`config.mk`:
```
export PLATFORM = sky130hd
export DESIGN_NAME = ordered_set_table_top
export DESIGN_NICKNAME = d
export VERILOG_FILES = /design/src/hdl/ost_pkg.sv /design/src/hdl/ordered_set_table_top.sv /design/src/hdl/ost_ctrl.sv /design/src/hdl/ost_dp.sv
export SDC_FILE = /design/constraint.sdc
export NUM_CORES = 1
export LEC_CHECK = 0
export BUFFER_PORTS_ARGS = -buffer_cell sky130_fd_sc_hd__buf_4
export CAP_MARGIN = 0
export CORE_UTILIZATION = 65
export CTS_CLUSTER_DIAMETER = 100
export DETAILED_ROUTE_END_ITERATION = 12
export HOLD_SLACK_MARGIN = 0.05
export PLACE_DENSITY = 0.82
export SETUP_SLACK_MARGIN = 0.05
export SLEW_MARGIN = 20
export SYNTH_ARGS = -nofsm -noshare
export SYNTH_HDL_FRONTEND = slang
export SYNTH_SLANG_ARGS = --single-unit
```
`constraint.sdc`:
```
create_clock -name clk -period 9.9 [get_ports clk]
set_clock_uncertainty 0.1 [all_clocks]
set_input_delay 1.485 -clock clk [delete_from_list [all_inputs] [get_ports clk]]
set_output_delay 1.485 -clock clk [all_outputs]
set_load 0.02 [all_outputs]
```
`src/hdl/ost_pkg.sv`:
```
// shared types and constants for the ordered set table
package ost_pkg;

  // default sizing
  localparam int CAPACITY_DEF   = 16;
  localparam int VALUE_BITS_DEF = 32;

  // field widths of the transaction ports
  localparam int MODE_W     = 2;
  localparam int IN_VALUE_W = 32;
  localparam int POSITION_W = 4;
  localparam int COUNT_W    = 5;

  // request modes, an unused code acts as find
  localparam logic [MODE_W-1:0] MODE_INSERT = 2'd0;
  localparam logic [MODE_W-1:0] MODE_REMOVE = 2'd1;
  localparam logic [MODE_W-1:0] MODE_FIND   = 2'd2;

  // controller states
  typedef enum logic [1:0] {
    ST_IDLE,
    ST_MATCH,
    ST_APPLY
  } state_t;

  // commands from controller to datapath
  typedef struct packed {
    logic load_req;
    logic load_match;
    logic apply;
  } ctrl_cmd_t;

endpackage

```
`src/hdl/ordered_set_table_top.sv`:
```
// top level of the ordered set table
// Ordered set table: holds up to CAPACITY distinct values in insertion order.
// Each request transaction (mode, value) gives exactly one result transaction:
// insert appends an absent value or is refused when the table is full, remove
// deletes a match and closes the gap, find (and the unused mode code) changes
// nothing. A request passes through the idle, match and apply states: the accepting
// cycle latches it, the match step does the registered parallel compare across all
// entries, and the apply step updates the entry registers and loads the result
// register. The entry registers are shared by these steps, so one request is in
// flight at a time; a new one is taken only after the last has left the apply step.
// A waiting result does not block the next request from being accepted, but that
// request holds in its last step until the waiting result is taken, and the input
// stalls meanwhile.
module ordered_set_table_top #(
  parameter int CAPACITY   = ost_pkg::CAPACITY_DEF,
  parameter int VALUE_BITS = ost_pkg::VALUE_BITS_DEF
) (
  input  logic                           clk,
  input  logic                           rst,
  input  logic                           in_valid,
  output logic                           in_stall,
  input  logic [ost_pkg::MODE_W-1:0]     mode,
  input  logic [ost_pkg::IN_VALUE_W-1:0] value,
  output logic                           out_valid,
  input  logic                           out_stall,
  output logic                           found,
  output logic [ost_pkg::POSITION_W-1:0] position,
  output logic                           refused,
  output logic [ost_pkg::COUNT_W-1:0]    entry_count
);

  ost_pkg::ctrl_cmd_t cmd;

  // sequencing
  ost_ctrl u_ctrl (
    .clk       (clk),
    .rst       (rst),
    .in_valid  (in_valid),
    .in_stall  (in_stall),
    .out_valid (out_valid),
    .out_stall (out_stall),
    .cmd       (cmd)
  );

  // storage and compare
  ost_dp #(
    .CAPACITY   (CAPACITY),
    .VALUE_BITS (VALUE_BITS)
  ) u_dp (
    .clk         (clk),
    .rst         (rst),
    .cmd         (cmd),
    .mode        (mode),
    .value       (value),
    .found       (found),
    .position    (position),
    .refused     (refused),
    .entry_count (entry_count)
  );

endmodule

```
`src/hdl/ost_ctrl.sv`:
```
// controller state machine for the ordered set table
module ost_ctrl (
  input  logic              clk,
  input  logic              rst,
  input  logic              in_valid,
  output logic              in_stall,
  output logic              out_valid,
  input  logic              out_stall,
  output ost_pkg::ctrl_cmd_t cmd
);

  ost_pkg::state_t state;
  ost_pkg::state_t state_next;
  logic            out_valid_next;

  // state register and output valid flag
  always_ff @(posedge clk) begin
    if (rst) begin
      state     <= ost_pkg::ST_IDLE;
      out_valid <= 1'b0;
    end else begin
      state     <= state_next;
      out_valid <= out_valid_next;
    end
  end

  // next state and commands
  always_comb begin
    state_next     = state;
    cmd            = '0;
    in_stall       = 1'b1;
    out_valid_next = out_valid && out_stall;
    unique case (state)
      ost_pkg::ST_IDLE: begin
        in_stall = 1'b0;
        if (in_valid) begin
          cmd.load_req = 1'b1;
          state_next   = ost_pkg::ST_MATCH;
        end
      end
      ost_pkg::ST_MATCH: begin
        cmd.load_match = 1'b1;
        state_next     = ost_pkg::ST_APPLY;
      end
      ost_pkg::ST_APPLY: begin
        // wait for the output register to free up
        if (!out_valid || !out_stall) begin
          cmd.apply      = 1'b1;
          out_valid_next = 1'b1;
          state_next     = ost_pkg::ST_IDLE;
        end
      end
      default: begin
        state_next = ost_pkg::ST_IDLE;
      end
    endcase
  end

endmodule

```
`src/hdl/ost_dp.sv`:
```
// entry registers, match logic and result registers of the ordered set table
module ost_dp #(
  parameter int CAPACITY   = ost_pkg::CAPACITY_DEF,
  parameter int VALUE_BITS = ost_pkg::VALUE_BITS_DEF
) (
  input  logic                           clk,
  input  logic                           rst,
  input  ost_pkg::ctrl_cmd_t             cmd,
  input  logic [ost_pkg::MODE_W-1:0]     mode,
  input  logic [ost_pkg::IN_VALUE_W-1:0] value,
  output logic                           found,
  output logic [ost_pkg::POSITION_W-1:0] position,
  output logic                           refused,
  output logic [ost_pkg::COUNT_W-1:0]    entry_count
);

  localparam int IDX_W = $clog2(CAPACITY);
  localparam int CNT_W = $clog2(CAPACITY + 1);
  localparam logic [CNT_W-1:0] CAP_CNT = CNT_W'(CAPACITY);

  logic [VALUE_BITS-1:0]      entries [CAPACITY];
  logic [CNT_W-1:0]           count;
  logic [ost_pkg::MODE_W-1:0] req_mode;
  logic [VALUE_BITS-1:0]      req_value;
  logic [CAPACITY-1:0]        hit_vec;
  logic [CAPACITY-1:0]        hit_vec_next;
  logic                       hit;
  logic [IDX_W-1:0]           hit_idx;
  logic                       do_insert;
  logic                       do_remove;
  logic                       is_full;

  // latch the request transaction
  always_ff @(posedge clk) begin
    if (cmd.load_req) begin
      req_mode  <= mode;
      req_value <= VALUE_BITS'(value);
    end
  end

  // parallel compare against valid entries
  always_comb begin
    for (int i = 0; i < CAPACITY; i++) begin
      hit_vec_next[i] = (CNT_W'(i) < count) && (entries[i] == req_value);
    end
  end

  always_ff @(posedge clk) begin
    if (rst) begin
      hit_vec <= '0;
    end else if (cmd.load_match) begin
      hit_vec <= hit_vec_next;
    end
  end

  // values are distinct, so at most one bit is set and an or tree encodes it
  always_comb begin
    hit_idx = '0;
    for (int i = 0; i < CAPACITY; i++) begin
      if (hit_vec[i]) begin
        hit_idx = hit_idx | IDX_W'(i);
      end
    end
  end

  assign hit       = |hit_vec;
  assign is_full   = (count == CAP_CNT);
  assign do_insert = (req_mode == ost_pkg::MODE_INSERT) && !hit && !is_full;
  assign do_remove = (req_mode == ost_pkg::MODE_REMOVE) && hit;

  // fill count
  always_ff @(posedge clk) begin
    if (rst) begin
      count <= '0;
    end else if (cmd.apply) begin
      if (do_insert) begin
        count <= count + CNT_W'(1);
      end else if (do_remove) begin
        count <= count - CNT_W'(1);
      end
    end
  end

  // append at the tail or close the gap after a removed entry
  always_ff @(posedge clk) begin
    if (cmd.apply) begin
      if (do_insert) begin
        entries[count[IDX_W-1:0]] <= req_value;
      end else if (do_remove) begin
        for (int i = 0; i < CAPACITY - 1; i++) begin
          if (IDX_W'(i) >= hit_idx) begin
            entries[i] <= entries[i + 1];
          end
        end
      end
    end
  end

  // result registers
  always_ff @(posedge clk) begin
    if (cmd.apply) begin
      found       <= hit;
      position    <= ost_pkg::POSITION_W'(hit_idx);
      refused     <= (req_mode == ost_pkg::MODE_INSERT) && !hit && is_full;
      entry_count <= ost_pkg::COUNT_W'(do_insert ? count + CNT_W'(1) :
                                       do_remove ? count - CNT_W'(1) : count);
    end
  end

  // stored values never repeat
  a_single_hit: assert property (@(posedge clk) disable iff (rst) $onehot0(hit_vec))
    else $error("more than one entry matched");

  // fill count stays within the table
  a_count_range: assert property (@(posedge clk) disable iff (rst) count <= CAP_CNT)
    else $error("fill count beyond capacity");

  // a refused insert never reports a hit
  a_refused_miss: assert property (@(posedge clk) disable iff (rst)
    cmd.apply |=> !(refused && found))
    else $error("refused and found both set");

  // reported count follows the fill count
  a_count_out: assert property (@(posedge clk) disable iff (rst)
    cmd.apply |=> entry_count == ost_pkg::COUNT_W'(count))
    else $error("result count differs from fill count");

endmodule

```
==> qor.yml <==
outcome:
  status: "complete, no violations"
detailed_routing:
  drtPass1Iterations: 6
  maxUsedRoutingLayer: "met5"
  drt_iter0_markers: 2066
  routed_via_density: 6.63
  drc: 0
  ant_nets: 0
  vias: 18300
  wl_per_cell_um: 29.1
  wl_met3_um: 5730
  drt_wl_total_um: 80300
  wl_met1_um: 30100
  wl_met2_um: 39400
timing:
  rsz0062_at_grt: "false"
  tightest_slew_ps: 1100
  final.period_utilization: 0.428
  max_freq_mhz: 236
  layout_setup_ws_ps: 5660
  setup_viol: 0
  fin_setup_tns_ps: 0
  hold_viol_final: 0
  relSlewSlack: 0.265
  maxSlewViolCount: 0
  finalCriticalPeriod_ps: 4240
logic_synthesis:
  netlist_instances: 2134
  ys_seq_area_frac: 0.572
  syn_area_sq_um: 30100
  ys_warn_count: 0
  synth_edf_count: 557
  synth-async-reset-ratio: 0
  ys.flop_type: "edfxtp_1"
  synth.distinct_cells: 54
  syn-mean-instance-area_sq_um: 14.1
  yosys_register_bits: 581
  syn_nets: 2176
worst_setup_path:
  critical_path_class: "in2reg"
  reg2regPathDepth: 5
  end_kind: "flip-flop"
  worst-r2r-setup-slack_ps: 5780
  r2r-start: "u_dp.hit_vec[14]$_SDFFE_PP0N_"
  r2r_end: "u_dp.entries[5][19]$_DFFE_PP_"
  start_kind: "primary input"
  cp.required_ps: 10060
  cp.arrival_ps: 4400
  cp_max_fo: 35
place:
  place_hpwl_um: 51200
  post-place-ws_ps: 4610
  placement.io_buffers: 50
  finalWeightedCongestion: 0.930
floorplan:
  io_pins: 51
  die_area_sq_um: 47200
  die_y_um: 217
  dieWidth_um: 217
  core_sq_um: 45600
  rows: 78
  initial_core_util: 0.661
hold_path:
  min_path_cells: 2
  hold_path.class: "reg2reg"
  hold_path_end: "u_dp.hit_vec[4]$_SDFFE_PP0N_"
  worstHoldStart: "u_dp.hit_vec[4]$_SDFFE_PP0N_"
cells_and_area:
  final_nets: 2154
  fillCellCount: 2941
  n_antenna_cell: 0
  drive_above_1_share: 0.305
  area_growth_pct: 8.99
cts:
  cts_sinks: 581
  clk_path_buf_depth: 3
  cts-root-buf: "clkbuf_16"
  numCtsBuffers: 59
  cts_hold_buffers: 0
  htree_levels: 2
  post_cts_buffers: 0
  clock_latency_ps: 640
  clkSlewWorstSetupHoldPaths_ps: 60
  cts_resized: 0
  cts_tree: "done"
global_routing:
  antenna_found_initial: 1
  grt_max_degree: 37
  first_global_vias: 18600
  grt_usage: 0.344
  grt_pass1_wl_um: 118000
  grt.overflow.total: 0
flow_run:
  maxCapViolations: 0
power_and_ir_drop:
  power.density_nw_per_um2: 161
  p_leak_nw: 10.7
  ir_drop_mv: 0.145
## synth_stat cells, drive strengths merged, types with 14 or more instances
cell	number	area (sq um)
mux2	483	5440
xnor2	319	2790
o21ai	14	73.8
buf	71	309
dfxtp	24	480
nand2	42	163
nand3	21	115
clkbuf	119	447
nand4	92	576
nor3	17	90.1
nor2	15	56.3
a21oi	17	96.4
edfxtp	557	16700
xor2	197	1730
nor4	73	463
## kinds of logic (layout without fill, tap and decap cells)
| logic type | after synthesis | after routing | synth area share |
|---|---|---|---|
| multiplexers | 484 | 484 | 0.181 |
| AO/OA/AOI/OAI | 65 | 65 | 0.0151 |
| AND/OR/NAND/NOR | 287 | 287 | 0.0546 |
| flip-flops | 581 | 581 | 0.572 |
| adder cells (fa/ha/maj) | 4 | 4 | 0.00166 |
| buffers and inverters | 197 | 223 | 0.0260 |
| XOR/XNOR | 516 | 516 | 0.150 |
## stage by stage
stage | hold WS (ps) | area (sq um) | cells | util | total power [mW]
after floorplan | 324 | 30100 | 2134 | - | 3.05
after global placement | 345 | 30900 | 2650 | 0.679 | 3.16
after detailed placement | 354 | 31000 | 2650 | 0.679 | 3.17
after CTS | 363 | 32800 | 2759 | 0.719 | 5.28
after global routing | 380 | 32800 | 2760 | 0.720 | 5.40
final | 362 | 32800 | 2760 | 0.720 | 5.27
## critical path: stages
cell	delay (ps)
buf_4	110
nand2_1	190
and3_1	330
nand3_2	690
or2_2	880
nand2_2	680
## placed cells by master, fill, tap and decap left out, types with 3 or more instances in the layout
master and n:
nor3_1 16, clkinv_2 12, dfxtp_1 24, ha_1 4
a22o_1 5, nand2_1 37, a21oi_1 12, nor2_1 14
clkbuf_8 4, or4_1 3, a2111oi_0 4, mux2_2 441
o21ai_0 13, buf_4 106, nor3b_1 3, nor2b_1 4
clkinv_1 10, and2_1 4, xor2_1 197, or2_2 4
nand2_2 5, and3_1 3, a21oi_4 5, edfxtp_1 557
xnor2_1 319, clkbuf_16 60, nand4_1 92, nor4_1 72
mux2_1 42, clkbuf_1 15, nand3_1 19, a21o_1 6
inv_1 7
## routing by layer
| metal | vias up | global-route usage |
|---|---|---|
| li1 | 7814 | - |
| met1 | 9220 | 0.424 |
| met2 | 975 | 0.572 |
| met3 | 296 | 0.0499 |
| met4 | 2 | 0.213 |
| met5 | - | 0 |
## state kept, by name (all words and copies together) (netlist names)
register          count
u_dp.position         4
u_dp.req_value       32
u_dp.hit_vec         16
u_dp.refused          1
u_dp.count            5
u_dp.found            1
u_ctrl.out_valid      1
u_ctrl.state          2
u_dp.entries        512
u_dp.entry_count      5
u_dp.req_mode         2
## where the power goes
part	switching [mW]	total [mW]	leakage, nW	internal (mW)
clock	0.951	2.14	0.897	1.19
sequential	0.00508	2.71	5.22	2.71
combinational	0.243	0.417	4.57	0.174
total	1.20	5.27	10.7	4.08
## worst max path at each step
stage                    from                            end  cells past startpoint
finish              out_stall  u_dp.entries[2][27]$_DFFE_PP_                      6
global route        out_stall   u_dp.entries[2][8]$_DFFE_PP_                      6
CTS                 out_stall  u_dp.entries[2][30]$_DFFE_PP_                      6
detailed placement  out_stall  u_dp.entries[2][10]$_DFFE_PP_                      6
global placement    out_stall  u_dp.entries[2][10]$_DFFE_PP_                      6
floorplan           out_stall   u_dp.entries[0][0]$_DFFE_PP_                      8
## area by class of cell
class,instances,area (sq um),share of cell area
flip-flops and latches,581,17200,0.524
well taps,600,751,0.0229
clock buffers,79,1610,0.0492
clock inverters,30,215,0.00656
repair buffers,107,823,0.0251
inverters,7,26.3,0.000801
multi-input cells,1356,12200,0.371
No activity file was read; power rests on OpenSTA's default activity.
